[config.mk]
export PLATFORM = sky130hd
export DESIGN_NAME = opw_addr_split
export DESIGN_NICKNAME = d
export VERILOG_FILES = /design/src/hdl/opw_pkg.sv /design/src/hdl/opw_addr_split.sv
export SDC_FILE = /design/constraint.sdc
export NUM_CORES = 1
export LEC_CHECK = 0
export BUFFER_PORTS_ARGS = -buffer_cell sky130_fd_sc_hd__buf_4
export CAP_MARGIN = 20
export CELL_PAD_IN_SITES_DETAIL_PLACEMENT = 0
export CELL_PAD_IN_SITES_GLOBAL_PLACEMENT = 1
export CORE_MARGIN = 2
export CORE_UTILIZATION = 36
export DETAILED_ROUTE_END_ITERATION = 8
export PLACE_DENSITY = 0.71
export SLEW_MARGIN = 20
export SYNTH_ARGS = -nofsm -noshare
export SYNTH_HDL_FRONTEND = slang
export SYNTH_SLANG_ARGS = --single-unit
[constraint.sdc]
create_clock -name clk -period 0.8 [get_ports clk]
set_input_delay 0 -clock clk [delete_from_list [all_inputs] [get_ports clk]]
set_output_delay 0 -clock clk [all_outputs]
set_load 0.005 [all_outputs]
[src/hdl/opw_pkg.sv]
// Shared types and constants for the OLED page-mode pixel writer.
`default_nettype none

package opw_pkg;

  localparam int ADDR_W       = 14;
  localparam int ROW_W        = 10;   // row quotient for the narrowest panel (16 columns)
  localparam int COL_W        = 7;    // column of a panel up to 128 wide
  localparam int PAGE_W       = 3;    // eight pages of eight rows
  localparam int FRAME_AW     = 10;
  localparam int FRAME_DEPTH  = 1 << FRAME_AW;
  localparam int RECIP_SHIFT  = ADDR_W;

  localparam logic [7:0] CMD_SET_PAGE = 8'hB0;
  localparam logic [7:0] CMD_HIGH_COL = 8'h10;
  localparam logic [7:0] MIN_LENGTH   = 8'd2;

  typedef struct packed {
    logic [ADDR_W-1:0] pixel_address;
    logic [7:0]        color;
    logic [7:0]        request_length;
  } opw_in_t;

  typedef struct packed {
    logic       is_data;
    logic [7:0] out_byte;
    logic       last;
    logic       error;
  } opw_out_t;

  // One finished write handed to the output sequencer.
  typedef struct packed {
    logic              err;
    logic [PAGE_W-1:0] page;
    logic [COL_W-1:0]  col;
    logic [7:0]        data;
  } opw_job_t;

endpackage

`default_nettype wire

[src/hdl/opw_addr_split.sv]
// Three-stage reciprocal divider: splits a linear address into row and column.
`default_nettype none

module opw_addr_split
  import opw_pkg::*;
#(
  parameter int PANEL_WIDTH = 128
) (
  input  wire logic              clk,
  input  wire logic              rst,
  input  wire logic              start,
  input  wire logic [ADDR_W-1:0] addr,
  output logic                   done,
  output logic [ROW_W-1:0]       row,
  output logic [COL_W-1:0]       col
);

  // floor(2^14 / W) underestimates the quotient by at most one
  localparam int RECIP   = (1 << RECIP_SHIFT) / PANEL_WIDTH;
  localparam int RECIP_W = $clog2(RECIP + 1);
  localparam int PROD_W  = ADDR_W + RECIP_W;
  localparam logic [RECIP_W-1:0] RECIP_V = RECIP_W'(RECIP);
  localparam logic [ADDR_W-1:0]  WIDTH_A = ADDR_W'(PANEL_WIDTH);

  logic                s1_valid;
  logic [ADDR_W-1:0]   s1_addr;
  logic [PROD_W-1:0]   s1_prod;
  logic                s2_valid;
  logic [ADDR_W-1:0]   s2_addr;
  logic [RECIP_W-1:0]  s2_quot;
  logic [ADDR_W-1:0]   s2_back;
  logic [RECIP_W-1:0]  quot_est;
  logic [ADDR_W-1:0]   rem;
  logic                fix;

  assign quot_est = s1_prod[PROD_W-1:RECIP_SHIFT];
  assign rem      = s2_addr - s2_back;
  assign fix      = (rem >= WIDTH_A);

  always_ff @(posedge clk) begin
    if (rst) begin
      s1_valid <= 1'b0;
      s2_valid <= 1'b0;
      done     <= 1'b0;
    end else begin
      s1_valid <= start;
      s2_valid <= s1_valid;
      done     <= s2_valid;
    end
    s1_addr <= addr;
    s1_prod <= PROD_W'(addr) * PROD_W'(RECIP_V);
    s2_addr <= s1_addr;
    s2_quot <= quot_est;
    s2_back <= ADDR_W'(quot_est * WIDTH_A);
    // remainder lies below twice the width: one correction step
    if (fix) begin
      row <= ROW_W'(s2_quot) + ROW_W'(1);
      col <= COL_W'(rem - WIDTH_A);
    end else begin
      row <= ROW_W'(s2_quot);
      col <= COL_W'(rem);
    end
  end

endmodule

`default_nettype wire

==> results.json, run 1 <==
{
  "start_util_pct": 38.2,
  "clock_path_buffers": 2,
  "synth_cells": 52,
  "die_h_microns": 55.3,
  "ys_seq_elements": 45,
  "critPathTopFamily": "flip-flops",
  "cts_max_level": 2,
  "drv_slew": 0,
  "fin_skew_ns": 0.00905,
  "worstSetupPathDepth": 1,
  "ys_seq_area_share_pct": 95.2,
  "drive_gt1_share_pct": 42.5,
  "slowest_stage": "dfxtp_1",
  "fmax_mhz": 1280,
  "path_clk_slew_ns": 0.11,
  "power_density_mw_per_mm2": 2440,
  "cp-start-kind": "flop",
  "mostFrequentLayoutCells": "dfxtp_1, buf_4, dlygate4sd3_1, buf_6, dfxtp_2",
  "ys_types": 4,
  "finalPower_uw": 3540,
  "die_w_microns": 55.3,
  "post_drt_via_cell_ratio": 3.60,
  "cp_num_buf_inv": 1,
  "crit_required_ns": 0.80,
  "vias": 490,
  "row_count": 18,
  "worst_r2r_endpoint": "done$_SDFF_PP0_",
  "outcome": "finished clean",
  "crit_chain": "buf_4",
  "dieArea_sq_mm": 0.00305,
  "overflow": 0,
  "grt_first_pass_wirelength_microns": 1820,
  "cp_max_fo": 1,
  "fin_nets": 122,
  "reg2reg_depth": 1,
  "postCtsSetupBuffers": 0,
  "path_class": "reg2out",
  "ys_warn_count": 0,
  "max-vdd-ir-drop_uv": 1500,
  "setup_violations": 0,
  "drt_first_iter_violations": 3,
  "synth_top_area_share_pct": 95.2,
  "grt_start_max_net_pins": 14,
  "portBuffers": 31,
  "route.detailed.drc": 0,
  "cts_tree": "built",
  "whs_ns": 0.288,
  "gp_congestion": 0.570,
  "cp-end-kind": "output port",
  "maxCapViolations": 0,
  "first_pass_iters": 2,
  "hp-class": "in2reg",
  "synth_area_per_cell_sq_um": 18.2,
  "wl_microns": 1230,
  "cts_root_buf": "clkbuf_4",
  "cts_inserted_buffers": 5,
  "rsz0062_at_grt": "yes",
  "io_pins": 35,
  "clock_latency_ns": 0.34,
  "area_growth_pct": 53.4,
  "coreArea_sq_mm": 0.00248,
  "wire_per_inst_microns": 9.03,
  "nFillCells": 208,
  "fin_crit_ns": 0.783,
  "startpoint": "col[4]$_DFF_P_",
  "grt_pass1_vias": 424,
  "antennaDiodeCount": 0,
  "antenna_found_initial": 0,
  "yosys.area.top_type": "dfxtp_1",
  "post-route-period-util_pct": 97.9,
  "syn_area_sq_um": 946,
  "final_common_cell": "dfxtp_1",
  "postRouteAntennaNets": 0,
  "slowest_delay_ns": 0.32,
  "clock_sinks": 45,
  "critPathArrivalTime_ns": 0.78,
  "r2r-start": "s2_valid$_SDFF_PP0_",
  "crit_path_end": "col[4]",
  "hold_violations": 0,
  "rrSetupSlack_ns": 0.27,
  "p_leak_uw": 0.000654,
  "synth.top_cells.by_area": "dfxtp_1, buf_4, nor2b_1",
  "grt_use_total_pct": 8.99
}
stage by stage:
stage / cells / setup slack (ns) / area (sq um) / util, % / setup TNS [ns]
3_5_place_dp: 112 / 0.298 / 1200 / 48.5 / 0
5_1_grt: 136 / -0.0477 / 1450 / 58.6 / -0.402
2_1_floorplan: 54 / 0.310 / 953 / - / 0
6_report: 136 / 0.0166 / 1450 / 58.6 / 0
4_1_cts: 136 / -0.00574 / 1420 / 57.2 / -0.0112
3_3_place_gp: 112 / 0.308 / 1200 / 48.5 / 0
kinds of logic after synthesis:
family / Yosys count / share of synthesized area [%]
buffers and inverters: 3 / 2.38
and+or+nand+nor: 3 / 1.98
DFF: 45 / 95.2
other: 1 / 0.396
repair_timing:
action	CTS	global route
hold endpoints to repair	17	0
setup endpoints to repair	3	15
resized for setup	2	13
hold buffers	16	0
final cells by class:
cell class | instances | area [sq um] | area share [%]
flip-flops and latches | 45 | 910 | 62.7
repair buffers | 47 | 423 | 29.1
clock buffers | 6 | 41.3 | 2.84
well taps | 30 | 37.5 | 2.59
multi-input cells | 6 | 30.0 | 2.07
clock inverters | 2 | 10.0 | 0.690
flip-flops by register name, summed over array words and instances, names as in the netlist:
register,cells
col,7
done,1
row,7
s1_prod,14
s1_valid,1
s2_addr,13
s2_quot,1
s2_valid,1
Yosys cell counts:
cell and count:
buf_4 3, conb_1 1, nor2b_1 3, dfxtp_1 45
power by group:
| group | internal (uW) | total, uW | switching, uW | leakage, uW |
|---|---|---|---|---|
| combinational | 157 | 202 | 44.6 | 0.000242 |
| clock | 335 | 950 | 615 | 0.0000320 |
| sequential | 2360 | 2390 | 27.4 | 0.000380 |
| total | 2850 | 3540 | 687 | 0.000654 |
layer usage:
layer | vias up | GRT usage, % | wire length [microns] | part of all wire (%)
li1 | 257 | - | - | -
met1 | 206 | 7.50 | 433 | 35
met2 | 21 | 13.6 | 659 | 54
met3 | 6 | 7.26 | 88 | 7.2
met4 | 0 | 7.32 | 46 | 3.7
met5 | - | 0 | 0 | 0
worst min-delay path by stage:
stage                     slack (ns)      from  cells after the start                   to
after floorplan                 0.03   addr[3]                      0  s1_prod[10]$_DFF_P_
after global routing            0.26  addr[12]                      2  s1_prod[19]$_DFF_P_
final                           0.29   addr[7]                      2  s1_prod[14]$_DFF_P_
after CTS                       0.27   addr[7]                      2  s1_prod[14]$_DFF_P_
after global placement          0.10  addr[12]                      1  s1_prod[19]$_DFF_P_
after detailed placement        0.11  addr[10]                      1  s1_prod[17]$_DFF_P_
No activity file was read; power rests on OpenSTA's default activity.
==> run 2: changes to the inputs <==
- ABC_AREA: unset -> 1
==> run 2 against run 1 <==
Flip-flop and latch count unchanged. Sequential share of layout area decreased by 0.34 points. Design area increased by 0.69%. Global-route usage increased by 0.84 points. Clock-buffer cell count increased by 1. Final cell count increased by 2.2%. Fmax increased by 1.1%. Power increased by 0.82%. Wire length increased by 4.5%. Via count increased by 4.1%.
==> results.json, run 2 <==
{
  "dp.cells": 115,
  "synth-main-ff-cell": "dfxtp_1",
  "post-route-period-util_pct": 96.8,
  "die_h_microns": 55.4,
  "clock_path_buffers": 2,
  "mostFrequentLayoutCells": "dfxtp_1, buf_4, dlygate4sd3_1, buf_6, dfxtp_2",
  "overflow": 0,
  "cts_tree": "built",
  "yosys.area.top_type": "dfxtp_1",
  "critPathTopFamily": "flip-flops",
  "fin_util_pct": 58.5,
  "die_w_microns": 55.4,
  "portBuffers": 31,
  "area_growth_pct": 53.9,
  "fmax_mhz": 1290,
  "post_drt_via_cell_ratio": 3.67,
  "synthTopCellsByCount": "dfxtp_1, buf_4, inv_1, nor2_1, conb_1",
  "drive_gt1_share_pct": 41.3,
  "ys_seq_area_share_pct": 94.9,
  "wire_per_inst_microns": 9.23,
  "ys_types": 5,
  "grt_start_max_net_pins": 14,
  "async_reset_ff_share_pct": 0,
  "antenna_found_initial": 0,
  "slowest_stage": "dfxtp_2",
  "synth.top_cells.by_area": "dfxtp_1, buf_4, inv_1",
  "p_leak_uw": 0.000658,
  "synth-edff-count": 0,
  "route.detailed.drc": 0,
  "yosysMostFrequentCell": "dfxtp_1",
  "final_common_cell": "dfxtp_1",
  "instances_no_fill": 139,
  "synth_area_per_cell_sq_um": 17.3,
  "fin_skew_ns": 0.00250,
  "synth_top_family_by_area": "buffers and inverters",
  "grt_first_pass_wirelength_microns": 2120,
  "ys_seq_elements": 45,
  "syn_area_sq_um": 950,
  "cp_num_buf_inv": 1,
  "cp-end-kind": "output port",
  "start_util_pct": 38.0,
  "grt_use_total_pct": 9.83,
  "path_clk_slew_ns": 0.12,
  "cp_max_fo": 1,
  "dieArea_sq_mm": 0.00306,
  "cts_max_level": 2,
  "synth_cells": 55,
  "coreArea_sq_mm": 0.00250,
  "drt_first_iter_violations": 5,
  "slowest_delay_ns": 0.34,
  "reg.largest.list": "s1_prod (14), s2_addr (13)",
  "power_density_mw_per_mm2": 2440,
  "path_class": "reg2out",
  "setup_violations": 0,
  "largest_register": "s1_prod",
  "clock_latency_ns": 0.33,
  "max-vdd-ir-drop_uv": 1980,
  "io_pins": 35,
  "synth_top_area_share_pct": 94.9,
  "synth-simple-area-share_pct": 1.19,
  "nFillCells": 202,
  "row_count": 18,
  "synth_compound_area_share_pct": 0,
  "postCtsSetupBuffers": 0,
  "grt_pass1_vias": 499,
  "fin_crit_ns": 0.774,
  "crit_required_ns": 0.80,
  "outcome": "finished clean",
  "hold_violations": 0,
  "maxCapViolations": 0,
  "fin_nets": 125,
  "largest_reg_flops": 14,
  "cp-start-kind": "flop",
  "rsz0062_at_grt": "yes",
  "rrSetupSlack_ns": 0.32,
  "ys_warn_count": 0,
  "drv_slew": 0,
  "clock_sinks": 45,
  "vias": 510,
  "crit_chain": "buf_6",
  "cts_root_buf": "clkbuf_4",
  "critPathArrivalTime_ns": 0.77,
  "synthMuxAreaShare_pct": 0,
  "antennaDiodeCount": 0,
  "wl_microns": 1280,
  "cts_inserted_buffers": 5,
  "first_pass_iters": 3,
  "synthAdderAreaFrac_pct": 0,
  "dp_hpwl_microns": 725,
  "hp-class": "in2reg",
  "yosys.area_share.xor_xnor_pct": 0,
  "gp_congestion": 0.623,
  "postRouteAntennaNets": 0
}
-- run 2: cell families after synthesis --
logic type / Yosys count
other cells: 1
flops: 45
buf+inv: 6
simple gates: 3
-- run 2: final cells by class --
cell class	instances	area, sq um	share of cell area, %
Clock buffer	7	45.0	3.08
Clock inverter	1	7.51	0.514
Inverter	3	11.3	0.771
Multi-Input combinational cell	6	22.5	1.54
Sequential cell	45	911	62.3
Tap cell	30	37.5	2.57
Timing Repair Buffer	47	427	29.2
-- run 2: per-stage QoR --
stage	TNS, ns	setup slack, ns	hold WS (ns)	total power [uW]	cell area, sq um
floorplan	0	0.354	0.0277	2450	957
global placement	0	0.349	0.105	2560	1200
detailed placement	0	0.338	0.106	2570	1200
CTS	0	0.000745	0.281	3600	1430
global route	-0.326	-0.0305	0.277	3770	1460
finish	0	0.0255	0.307	3570	1460
-- run 2: what timing repair did --
item                                    in CTS  in global routing
gates resized for setup                      4                 13
hold endpoints to repair                    17                  0
hold buffers                                16                  0
endpoints found under the setup margin       2                 15
-- run 2: where the power goes --
part           internal [uW]  total, uW  switching (uW)
sequential              2360       2390            29.3
clock                    348        972             625
combinational            158        206            47.7
total                   2870       3570             702
-- run 2: layer usage --
metal,share of wire (%),track usage (%),up-vias,routed length [microns]
li1,-,-,263,-
met1,37,9.00,218,480
met2,52,15.5,24,670
met3,7.8,5.62,5,100
met4,2.4,8.36,0,31
met5,0,0,-,0
-- run 2: worst paths after layout --
path                             from                  end  cells after the start
setup reg to reg  s2_valid$_SDFF_PP0_      done$_SDFF_PP0_                      2
hold reg to reg    s2_addr[6]$_DFF_P_       col[6]$_DFF_P_                      0
setup / recovery       row[1]$_DFF_P_               row[1]                      1
hold / removal               addr[12]  s1_prod[19]$_DFF_P_                      2
