`src/hdl/opw_pkg.sv`:
```
// Shared types and constants for the OLED page-mode pixel writer.
`default_nettype none

package opw_pkg;

  localparam int ADDR_W       = 14;
  localparam int ROW_W        = 10;   // row quotient for the narrowest panel (16 columns)
  localparam int COL_W        = 7;    // column of a panel up to 128 wide
  localparam int PAGE_W       = 3;    // eight pages of eight rows
  localparam int FRAME_AW     = 10;
  localparam int FRAME_DEPTH  = 1 << FRAME_AW;
  localparam int RECIP_SHIFT  = ADDR_W;

  localparam logic [7:0] CMD_SET_PAGE = 8'hB0;
  localparam logic [7:0] CMD_HIGH_COL = 8'h10;
  localparam logic [7:0] MIN_LENGTH   = 8'd2;

  typedef struct packed {
    logic [ADDR_W-1:0] pixel_address;
    logic [7:0]        color;
    logic [7:0]        request_length;
  } opw_in_t;

  typedef struct packed {
    logic       is_data;
    logic [7:0] out_byte;
    logic       last;
    logic       error;
  } opw_out_t;

  // One finished write handed to the output sequencer.
  typedef struct packed {
    logic              err;
    logic [PAGE_W-1:0] page;
    logic [COL_W-1:0]  col;
    logic [7:0]        data;
  } opw_job_t;

endpackage

`default_nettype wire

```
`src/hdl/opw_emitter.sv`:
```
// Output sequencer: turns one finished write into its display words.
`default_nettype none

module opw_emitter
  import opw_pkg::*;
(
  input  wire logic     clk,
  input  wire logic     rst,
  input  wire logic     load,
  input  wire opw_job_t job_in,
  output logic          free,
  output logic          disp_valid,
  input  wire logic     disp_stall,
  output opw_out_t      disp_word
);

  typedef enum logic [1:0] {W_PAGE, W_COL_LO, W_COL_HI, W_DATA} slot_t;

  slot_t    slot;
  opw_job_t job;
  logic     last_word;
  logic     taken;

  assign last_word = job.err || (slot == W_DATA);
  assign taken     = disp_valid && !disp_stall;
  assign free      = !disp_valid || (taken && last_word);

  always_comb begin
    disp_word.error = job.err;
    disp_word.last  = last_word;
    if (job.err) begin
      disp_word.is_data  = 1'b0;
      disp_word.out_byte = 8'h00;
    end else begin
      unique case (slot)
        W_PAGE: begin
          disp_word.is_data  = 1'b0;
          disp_word.out_byte = CMD_SET_PAGE + 8'(job.page);
        end
        W_COL_LO: begin
          disp_word.is_data  = 1'b0;
          disp_word.out_byte = {4'h0, job.col[3:0]};
        end
        W_COL_HI: begin
          disp_word.is_data  = 1'b0;
          disp_word.out_byte = CMD_HIGH_COL | 8'(job.col[COL_W-1:4]);
        end
        W_DATA: begin
          disp_word.is_data  = 1'b1;
          disp_word.out_byte = job.data;
        end
        default: begin
          disp_word.is_data  = 1'b0;
          disp_word.out_byte = 8'h00;
        end
      endcase
    end
  end

  always_ff @(posedge clk) begin
    if (rst) begin
      disp_valid <= 1'b0;
      slot       <= W_PAGE;
    end else if (load && free) begin
      disp_valid <= 1'b1;
      slot       <= W_PAGE;
    end else if (taken) begin
      if (last_word) begin
        disp_valid <= 1'b0;
      end else begin
        slot <= slot_t'(slot + 2'd1);
      end
    end
    if (load && free) begin
      job <= job_in;
    end
  end

endmodule

`default_nettype wire

```
`config.mk`:
```
export PLATFORM = sky130hd
export DESIGN_NAME = opw_emitter
export DESIGN_NICKNAME = d
export VERILOG_FILES = /design/src/hdl/opw_pkg.sv /design/src/hdl/opw_emitter.sv
export SDC_FILE = /design/constraint.sdc
export NUM_CORES = 1
export LEC_CHECK = 0
export BUFFER_PORTS_ARGS = -buffer_cell sky130_fd_sc_hd__buf_2
export CORE_UTILIZATION = 51
export CTS_CLUSTER_DIAMETER = 30
export DETAILED_ROUTE_END_ITERATION = 8
export GPL_TIMING_DRIVEN = 0
export PLACE_DENSITY = 0.82
export SLEW_MARGIN = 0
export SYNTH_ARGS = -nofsm -noshare
export SYNTH_HDL_FRONTEND = slang
export SYNTH_SLANG_ARGS = --single-unit
export TNS_END_PERCENT = 30
```
`constraint.sdc`:
```
create_clock -name clk -period 5.4 [get_ports clk]
set_input_delay 1.08 -clock clk [delete_from_list [all_inputs] [get_ports clk]]
set_output_delay 1.08 -clock clk [all_outputs]
set_load 0.05 [all_outputs]
```
==> summary.md, run 1 <==
| Metric | Value |
|---|---|
| Top Ports | 36 |
| Cell count after synthesis | 69 |
| Sw Pwr | 83.34 uW |
| CP arrival | 2060 ps |
| Inst Count DP | 129 |
| Final ANT Viol Nets | 0 |
| Final worst path period share | 0.5807 |
| Status | completed |
| Pint | 285.1 uW |
| Antenna cell count | 0 |
| Max FO, Critical Path | 10 |
| Crit path kind | reg2out |
| Die height | 45.61 um |
| Area leader, netlist | edfxtp_1 |
| Logic pwr share | 0.125 |
| Leak pwr | 0.5190 nW |
| Max-cap violations | 0 |
| Setup violators final | 0 |
| DR pass1 iterations | 4 |
| Switch share | 0.2262 |
| Setup_tns | 0 ps |
| Gr usage total | 0.1598 |
| Num rows | 15 |
| CTS sink cnt | 22 |
| Reg clk slew, reported paths | 130 ps |
| Drc violations | 0 |
| Quantity of hold-fixing buffers added after cts | 0 |
| HPWL after DPL | 1163 um |
| Worst setup SP type | flip-flop |
| Cell variety after synth | 22 |
| Required time of the critical path | 4320 ps |
| Post-Layout Cell Count | 133 |
| Initial antenna violation count | 0 |
| Peak Freq | approximately 320 MHz |
| Chip width | 45.61 um |
| Post-Route WL | 1636 um |
| Synthesized flop and latch total | 22 |
| First-pass GRT wire length | 2277 um |
| Final Cell Area | between 1000 and 1500 um2 |
| Synth Cell Area | 969.7 um2 |
| CTS Buf Count | 3 |
| Area growth, synth to finish | 26.71% |
| Placer congestion estimate | 0.6945 |
| H-Tree Depth | 1 |
| Setup crit end kind | primary output |
| Post-layout minimum cycle time | about 3100 ps |
| Final slew viol count | 0 |
| Unrepaired setup endpoints after global routing | no |
| Hold Fails Final Rpt | 0 |
| Initial DRC Count | 21 |
| Starting Density | 0.5556 |
| Root Buffer | clkbuf_4 |
| CTS resizes | 0 |
| Proportion of power drawn by flip-flops and latches | 0.541 |
| Clk network pwr share | 0.334 |
| Pin count of the biggest net entering global routing | 20 |
| Synth top area cells | edfxtp_1, ha_1, dfxtp_1, a21oi_1, a22oi_1 |
| Setup bufs post-CTS | 0 |
| HP Class | reg2reg |
| Core region area | 1745 um2 |
| Seq/Total Area, Yosys | 0.6503 |
| Nets@finish | 137 |
| Syn_nets | 97 |
| Via density per instance | 4.925 |
| Final core utilization | 0.7039 |
| CTS tree | built |
| Die area | 2080 um2 |
| Slew at the pin closest to its max-slew limit | 811.7 ps |
| Commonest non-fill, non-tap cell in the layout | buf_2 |
| Routed length per instance | 12.30 um |
| Max IR drop VDD | roughly 0.30 mV |
| Max Root-Sink Buffers | 2 |
| Clk_lat worst skew | around 300 ps |
| Vias post-DR | 655 |
| Commonest non-fill, non-tap cells in the layout | buf_2, edfxtp_1, a21oi_1, inv_1, ha_1 |
| GRT overflow | 0 |
| P per Cell Area | 299.8 nW/um2 |
| Syn Area/Cell | 14.05 um2 |
| Worst slew margin | 0.4589 |
| Ratio of cells with drive above 1 in the final layout | 0.4352 |
| Post-DP Area | between 1000 and 1500 um2 |
| Layout Skew | around 11 ps |
| Input/output buffers | 35 |
| Post-synth top area share | 0.5884 |
| Number of global-route vias before repair | around 550 |
| Yosys Warn Count | 0 |
-- area by class of cell --
cell class              count  area [um2]
flip-flops and latches     22       630.6
well taps                  25       31.28
inverters                   7       26.28
multi-input cells          35       277.8
clock inverters             1       30.03
clock buffers               3       22.52
plain buffers               5       35.03
fillers                   134       516.7
repair buffers             35       175.2
-- power groups by stage --
| stage | logic [mW] | clock network, mW | registers (mW) |
|---|---|---|---|
| 3_3_place_gp | 0.0452 | 0 | 0.203 |
| 4_1_cts | 0.0463 | 0.124 | 0.199 |
| 6_report | 0.0460 | 0.123 | 0.199 |
| 5_1_grt | 0.0488 | 0.128 | 0.200 |
| 2_1_floorplan | 0.0288 | 0 | 0.204 |
| 3_5_place_dp | 0.0461 | 0 | 0.203 |
-- critical path, cell delays in order (launching register included) --
cell and delay (ps):
dfxtp_1 380, inv_1 130, ha_1 200, clkbuf_1 370, a21oi_1 90, a221oi_1 290, buf_2 310
-- flip-flops by register name, indices dropped and copies added (netlist names) --
name / flops
job: 18
slot: 2
disp_word: 1
disp_valid: 1
-- metal layers --
metal | global-route usage | vias up | wire length (um)
met5 | 0 | - | 0
met4 | 0.07879 | 0 | 22
met3 | 0.03571 | 2 | 63
met2 | 0.2943 | 23 | 861
met1 | 0.1680 | 299 | 689
li1 | - | 331 | -
-- worst paths after layout --
kind	from	endpoint	slack, ps	cells after the start
worst max-delay path	slot[0]$_SDFFE_PP0P_	disp_word[4]	2260	6
worst min-delay path	disp_valid$_SDFFE_PP0P_	slot[1]$_SDFFE_PP0P_	560	2
worst max register to register	slot[1]$_SDFFE_PP0P_	job[1]$_DFFE_PP_	3230	5
worst min register to register	disp_valid$_SDFFE_PP0P_	slot[1]$_SDFFE_PP0P_	560	2
-- per-stage QoR --
| stage | worst slack [ps] | hold slack [ps] | total power [mW] |
|---|---|---|---|
| final | 2264 | 560.4 | 0.3684 |
| after global routing | 2170 | 612.4 | 0.3773 |
| after CTS | 2279 | 572.7 | 0.3693 |
| after detailed placement | 2551 | 560.4 | 0.2494 |
| after global placement | 2565 | 544.4 | 0.2479 |
| after floorplan | 2139 | 585.3 | 0.2329 |
-- synthesized netlist by cell type (all sizes together) --
master	instances
a211oi	2
a21oi	8
nand3	1
nor2b	1
buf	4
clkbuf	1
edfxtp	19
mux2i	1
and2	1
o21ai	1
ha	5
nand2	1
a221oi	3
a22oi	4
dfxtp	3
nor4b	1
nor3	2
xnor2	1
nor2	3
inv	7
-- kinds of logic (layout without fill, tap and decap cells) --
kind of cell | Yosys count | after routing | synth area share
simple gates | 10 | 10 | 0.06838
flops | 22 | 22 | 0.6503
fa+ha+maj | 5 | 5 | 0.06452
xor+xnor | 1 | 1 | 0.009034
mux | 1 | 1 | 0.01032
compound gates | 18 | 18 | 0.1342
buf+inv | 12 | 51 | 0.06322
Note: power is estimated with default switching activity, not from simulation.
==> inputs of run 2 (changes only) <==
--- a/config.mk
+++ b/config.mk
@@ -6,11 +6,11 @@
 export NUM_CORES = 1
 export LEC_CHECK = 0
 export BUFFER_PORTS_ARGS = -buffer_cell sky130_fd_sc_hd__buf_2
-export CORE_UTILIZATION = 51
+export CORE_UTILIZATION = 42
 export CTS_CLUSTER_DIAMETER = 30
 export DETAILED_ROUTE_END_ITERATION = 8
 export GPL_TIMING_DRIVEN = 0
-export PLACE_DENSITY = 0.82
+export PLACE_DENSITY = 0.73
 export SLEW_MARGIN = 0
 export SYNTH_ARGS = -nofsm -noshare
 export SYNTH_HDL_FRONTEND = slang
==> constraint.sdc (replaced) <==
create_clock -name clk -period 2.5 [get_ports clk]
set_input_delay 0.5 -clock clk [delete_from_list [all_inputs] [get_ports clk]]
set_output_delay 0.5 -clock clk [all_outputs]
set_load 0.05 [all_outputs]
==> run 2 against run 1 <==
  * Design area increased by 0.71%
  * Sequential power increased by 120%
  * Clock-buffer cell count stayed put
==> summary.md, run 2 (synthesized netlist as in run 1, its figures left out) <==
| Metric | Value |
|---|---|
| Top Ports | 36 (unchanged) |
| Hold Path End | job[14]$_DFFE_PP_ (was slot[1]$_SDFFE_PP0P_) |
| CTS Buf Count | 3 (unchanged) |
| Core region area | 2191 um2 (was 1745 um2) |
| H-Tree Depth | 1 (unchanged) |
| Min Hold Slack | 354.0 ps (was 560.4 ps) |
| GRT overflow | 0 (unchanged) |
| Number of global-route vias before repair | 656 (was 553) |
| Area growth, synth to finish | 27.61% (was 26.71%) |
| HP Start | job_in[14] (was disp_valid$_SDFFE_PP0P_) |
| Input/output buffers | 35 (unchanged) |
| Leak pwr | 0.5223 nW (was 0.5190 nW) |
| Max FO, Critical Path | 10 (unchanged) |
| Reg clk slew, reported paths | 120 ps (was 130 ps) |
| Nets@finish | 137 (unchanged) |
| Max Root-Sink Buffers | 2 (unchanged) |
| Root Buffer | clkbuf_4 (unchanged) |
| Layout Skew | 5.600 ps (was 11.50 ps) |
| Pre-CTS setup slack | 291.6 ps (was 2551 ps) |
| Worst R2R Setup Slack | 360 ps (was 3230 ps) |
| Ratio of cells with drive above 1 in the final layout | 0.4537 (was 0.4352) |
| P per Cell Area | 646.9 nW/um2 (was 299.8 nW/um2) |
| Largest Register | job (unchanged) |
| Initial antenna violation count | 0 (unchanged) |
| Clk_lat worst skew | 310 ps (was 300 ps) |
| Setup bufs post-CTS | 0 (unchanged) |
| First-pass GRT wire length | 2691 um (was 2277 um) |
| Status | completed (unchanged) |
| Routed length per instance | 12.57 um (was 12.30 um) |
| Pin count of the biggest net entering global routing | 20 (unchanged) |
| Final slew viol count | 0 (unchanged) |
| Required time of the critical path | 2000 ps (was 4320 ps) |
| Setup violators final | 0 (unchanged) |
| Worst setup SP type | flip-flop (unchanged) |
| Via density per instance | 4.919 (was 4.925) |
| Die area | 2505 um2 (was 2080 um2) |
| Gr usage total | 0.1505 (was 0.1598) |
| Final Cell Area | 1237 um2 (was 1229 um2) |
| Reg-to-reg critical path startpoint | slot[1]$_SDFFE_PP0P_ (unchanged) |
| Vias post-DR | 669 (was 655) |
| Cells on Worst Hold Path | 1 (was 2) |
| Power, Total | 800.5 uW (was 368.4 uW) |
| Final worst path period share | 0.9513 |
| Max IR drop VDD | 0.4224 mV (was 0.3001 mV) |
| Initial DRC Count | 9 (was 21) |
| HP Class | in2reg (was reg2reg) |
| FF-to-FF End | disp_word[0]$_DFFE_PP_ (was job[1]$_DFFE_PP_) |
| Max-cap violations | 0 (unchanged) |
| Final WS setup | 121.7 ps (was 2264 ps) |
| Final ANT Viol Nets | 0 (unchanged) |
| Setup crit end kind | primary output (unchanged) |
| Setup_tns | 0 ps (unchanged) |
| CTS tree | built (unchanged) |
| Commonest non-fill, non-tap cells in the layout | buf_2, edfxtp_1, a21oi_1, inv_1, ha_1 (unchanged) |
| R2R depth | 5 (unchanged) |
| Commonest non-fill, non-tap cell in the layout | buf_2 (unchanged) |
| Drc violations | 0 (unchanged) |
| Antenna cell count | 0 (unchanged) |
| Hold Fails Final Rpt | 0 (unchanged) |
| Post-Route WL | 1709 um (was 1636 um) |
| Largest regs | job: 18 flops, slot: 2 flops (unchanged) |
| Num rows | 17 (was 15) |
| Die height | 50.05 um (was 45.61 um) |
| CTS sink cnt | 22 (unchanged) |
| HPWL after DPL | 1237 um (was 1163 um) |
| Post-layout minimum cycle time | 2378 ps |
| Worst slew margin | 0.4678 (was 0.4589) |
| Crit path kind | reg2out (unchanged) |
| CP arrival | 1880 ps (was 2060 ps) |
| Post-DP Area | 1180 um2 (was 1176 um2) |
| Slew at the pin closest to its max-slew limit | 798.3 ps (was 811.7 ps) |
| Placer congestion estimate | 0.7445 (was 0.6945) |
| Unrepaired setup endpoints after global routing | no (unchanged) |
| Starting Density | 0.4426 (was 0.5556) |
| Peak Freq | 420.5 MHz |
| DR pass1 iterations | 4 (unchanged) |
| Chip width | 50.05 um (was 45.61 um) |
| Max FFs per register | 18 (unchanged) |
## run 2: area by class of cell
cell class | count | area, um2
Buffer | 5 | 36.28
Clock buffer | 3 | 22.52
Clock inverter | 1 | 30.03
Fill cell | 190 | 953.4
Inverter | 7 | 26.28
Multi-Input combinational cell | 35 | 277.8
Sequential cell | 22 | 631.9
Tap cell | 28 | 35.03
Timing Repair Buffer | 35 | 177.7
## run 2: layer usage
metal | track usage | routed length, um | vias up
met3 | 0.02160 | 92 | 6
met2 | 0.2533 | 900 | 30
met4 | 0.1048 | 42 | 0
li1 | - | - | 331
met5 | 0 | 0 | -
met1 | 0.1733 | 674 | 302
## run 2: metrics by stage
stage / cells / util
4_1_cts: 136 / 0.5631
3_3_place_gp: 132 / 0.5385
5_1_grt: 136 / 0.5648
6_report: 136 / 0.5648
2_1_floorplan: 69 / -
3_5_place_dp: 132 / 0.5385
## run 2: how the worst max path moves through the flow
stage	slack [ps]	cells past startpoint	end	from
floorplan	-180	5	disp_word[3]	slot[0]$_SDFFE_PP0P_
global placement	340	5	job[14]$_DFFE_PP_	slot[0]$_SDFFE_PP0P_
detailed placement	290	6	disp_word[3]	slot[0]$_SDFFE_PP0P_
CTS	20	5	disp_word[2]	slot[0]$_SDFFE_PP0P_
global route	9	6	disp_word[3]	slot[0]$_SDFFE_PP0P_
finish	120	6	disp_word[3]	slot[0]$_SDFFE_PP0P_
## run 2: power breakdown
part           switching, mW  total, mW  internal, mW
logic                 0.0693      0.101        0.0315
registers            0.00719      0.430         0.423
clock network          0.107      0.269         0.162
## run 2: what timing repair did
action,CTS,global route
endpoints found under the setup margin,3,3
gates resized for setup,1,3
hold buffers,0,0
## run 2: worst max-delay path, stage by stage, from the launching register on
cell and delay, ps:
dfxtp_2 380, inv_1 110, ha_1 190, clkbuf_2 230
a21oi_1 70, a221oi_1 280, buf_2 320
==> inputs of run 3 (changes only) <==
--- a/config.mk
+++ b/config.mk
@@ -11,6 +11,7 @@
 export DETAILED_ROUTE_END_ITERATION = 8
 export GPL_TIMING_DRIVEN = 0
 export PLACE_DENSITY = 0.73
+export RECOVER_POWER = 50
 export SLEW_MARGIN = 0
 export SYNTH_ARGS = -nofsm -noshare
 export SYNTH_HDL_FRONTEND = slang
==> run 3 against run 2 <==
  * Die area is the same
  * Critical path depth is the same
  * Total power shrank 0.35%
  * Final cell count is the same
  * Sequential share of layout area grew 1.1 points
  * Register-to-register slack gained 30 ps
  * Clock-buffer cell count is the same
  * Core utilization shrank 1.1 points
==> summary.md, run 3 (synthesized netlist as in run 1, its figures left out) <==
| Metric | Value |
|---|---|
| Final worst path period share | 0.9513 (about the same) |
| Peak Freq | 420.5 MHz (about the same) |
| Commonest non-fill, non-tap cells in the layout | buf_2, edfxtp_1, a21oi_1, inv_1, ha_1 (unchanged) |
| Num rows | 17 (unchanged) |
| Core region area | 2191 um2 (unchanged) |
| Worst slew margin | 0.4677 (was 0.4678) |
| Reg area | 631.9 um2 (unchanged) |
| Power, Total | 797.7 uW (was 800.5 uW) |
| CTS sink cnt | 22 (unchanged) |
| Crit-path leading delay family | buffers and inverters (unchanged) |
| CP Buf/Inv Count | 3 (unchanged) |
| Final core utilization | 0.5534 (was 0.5648) |
| Final slew viol count | 0 (unchanged) |
| Starting Density | 0.4426 (unchanged) |
| Ratio of cells with drive above 1 in the final layout | 0.3981 (was 0.4537) |
| Leak pwr | 0.5043 nW (was 0.5223 nW) |
| Largest regs | job: 18 flops, slot: 2 flops (unchanged) |
| Input/output buffers | 35 (unchanged) |
| Post-layout minimum cycle time | 2378 ps (about the same) |
| Max-cap violations | 0 (unchanged) |
| Top Metal Used | met4 (unchanged) |
| Top Ports | 36 (unchanged) |
| Pre-CTS setup slack | 291.6 ps (unchanged) |
| Max Root-Sink Buffers | 2 (unchanged) |
| Final Cell Area | 1212 um2 (was 1237 um2) |
| P per Cell Area | 657.9 nW/um2 (was 646.9 nW/um2) |
| DR pass1 iterations | 4 (unchanged) |
| Post-Route WL | 1727 um (was 1709 um) |
| Met3 routed WL | 93 um (was 92 um) |
| H-Tree Depth | 1 (unchanged) |
| Area occupied by multi-input gates | 257.7 um2 (was 277.8 um2) |
| First-pass GRT wire length | 2691 um (unchanged) |
| Final ANT Viol Nets | 0 (unchanged) |
| Worst R2R Setup Slack | 390 ps (was 360 ps) |
| Crit path kind | reg2out (unchanged) |
| Slew at the pin closest to its max-slew limit | 798.5 ps (was 798.3 ps) |
| Largest stage delay, worst path | 380 ps (about the same) |
| Max IR drop VDD | 0.4221 mV (was 0.4224 mV) |
| Chip width | 50.05 um (unchanged) |
| GRT overflow | 0 (unchanged) |
| Initial DRC Count | 11 (was 9) |
| Unrepaired setup endpoints after global routing | no (unchanged) |
| HPWL after DPL | 1237 um (unchanged) |
| Number of global-route vias before repair | 656 (unchanged) |
| Initial antenna violation count | 0 (unchanged) |
| # fillers | 194 (was 190) |
| Cells on Worst Hold Path | 1 (unchanged) |
| Max FO, Critical Path | 10 (unchanged) |
| Root Buffer | clkbuf_4 (unchanged) |
| Wire length on met2 | 897 um (was 900 um) |
| Setup_tns | 0 ps (unchanged) |
| Status | completed (unchanged) |
| Max FFs per register | 18 (unchanged) |
| Required time of the critical path | 2000 ps (about the same) |
| Crit-path slowest cell | dfxtp_2 (unchanged) |
| Die area | 2505 um2 (unchanged) |
| Vias post-DR | 674 (was 669) |
| Antenna cell count | 0 (unchanged) |
| Pin count of the biggest net entering global routing | 20 (unchanged) |
| Largest Register | job (unchanged) |
| Routed length per instance | 12.70 um (was 12.57 um) |
| WP depth | 6 (unchanged) |
| Setup violators final | 0 (unchanged) |
| Worst setup SP type | flip-flop (unchanged) |
| R2R depth | 5 (unchanged) |
| CTS tree | built (unchanged) |
| Layout Skew | 5.306 ps (was 5.600 ps) |
| CTS Buf Count | 3 (unchanged) |
| Die height | 50.05 um (unchanged) |
| DRT met1 WL | 694 um (was 674 um) |
| Final WS setup | 121.8 ps (was 121.7 ps) |
| Placer congestion estimate | 0.7445 (unchanged) |
| Commonest non-fill, non-tap cell in the layout | buf_2 (unchanged) |
| Crit-path cells | inv_1 -> ha_1 -> clkbuf_2 -> a21oi_1 -> a221oi_1 -> buf_2 (unchanged) |
| Hold Fails Final Rpt | 0 (unchanged) |
| Quantity of hold-fixing buffers added after cts | 0 (unchanged) |
| Setup crit end kind | primary output (unchanged) |
| HP Class | in2reg (unchanged) |
| Nets@finish | 137 (unchanged) |
| Drc violations | 0 (unchanged) |
| Gr usage total | 0.1505 (unchanged) |
| CP arrival | 1880 ps (about the same) |
| Via density per instance | 4.956 (was 4.919) |
| Area growth, synth to finish | 25.03% (was 27.61%) |
| Clk_lat worst skew | 310 ps (about the same) |
| Reg clk slew, reported paths | 120 ps (about the same) |
| Post-DP Area | 1180 um2 (unchanged) |
-- run 3: where the power goes --
| part | leakage (nW) | internal, mW | total, mW | switching, mW |
|---|---|---|---|---|
| Clock | 0.0279 | 0.162 | 0.270 | 0.107 |
| Combinational | 0.269 | 0.0296 | 0.0983 | 0.0687 |
| Sequential | 0.207 | 0.423 | 0.430 | 0.00678 |
-- run 3: final timing paths --
kind	startpoint	end
worst max register to register	slot[1]$_SDFFE_PP0P_	disp_word[0]$_DFFE_PP_
worst max-delay path	slot[0]$_SDFFE_PP0P_	disp_word[3]
worst min-delay path	job_in[14]	job[14]$_DFFE_PP_
worst min register to register	disp_valid$_SDFFE_PP0P_	slot[0]$_SDFFE_PP0P_
-- run 3: routing by layer --
metal  GRT usage  vias up
li1            -      330
met5           0        -
met4      0.1048        0
met1      0.1733      308
met3     0.02160        6
met2      0.2533       30
-- run 3: final cells by class --
| type | instances | share of cell area |
|---|---|---|
| multi-input cells | 35 | 0.2126 |
| clock inverters | 1 | 0.02477 |
| repair buffers | 35 | 0.1424 |
| inverters | 7 | 0.02167 |
| flip-flops and latches | 22 | 0.5212 |
| clock buffers | 3 | 0.01858 |
| plain buffers | 5 | 0.02993 |
| well taps | 28 | 0.02890 |
-- run 3: worst register-to-register path, delay by kind of cell (launching register included) --
family | cells | cell delay, ps
AO/OA/AOI/OAI | 1 | 210
adder cells (fa/ha/maj) | 1 | 200
buffers and inverters | 1 | 140
flip-flops | 1 | 440
AND/OR/NAND/NOR | 2 | 760
-- run 3: stage by stage --
stage          hold slack (ps)  std cells
3_5_place_dp             552.2        132
4_1_cts                  349.4        136
2_1_floorplan            564.6         69
6_report                 354.2        136
5_1_grt                  342.0        136
3_3_place_gp             539.2        132
-- run 3: repair_timing --
action                     CTS  global route
resized for setup            1             3
setup endpoints to repair    3             3
buffers inserted             0             0
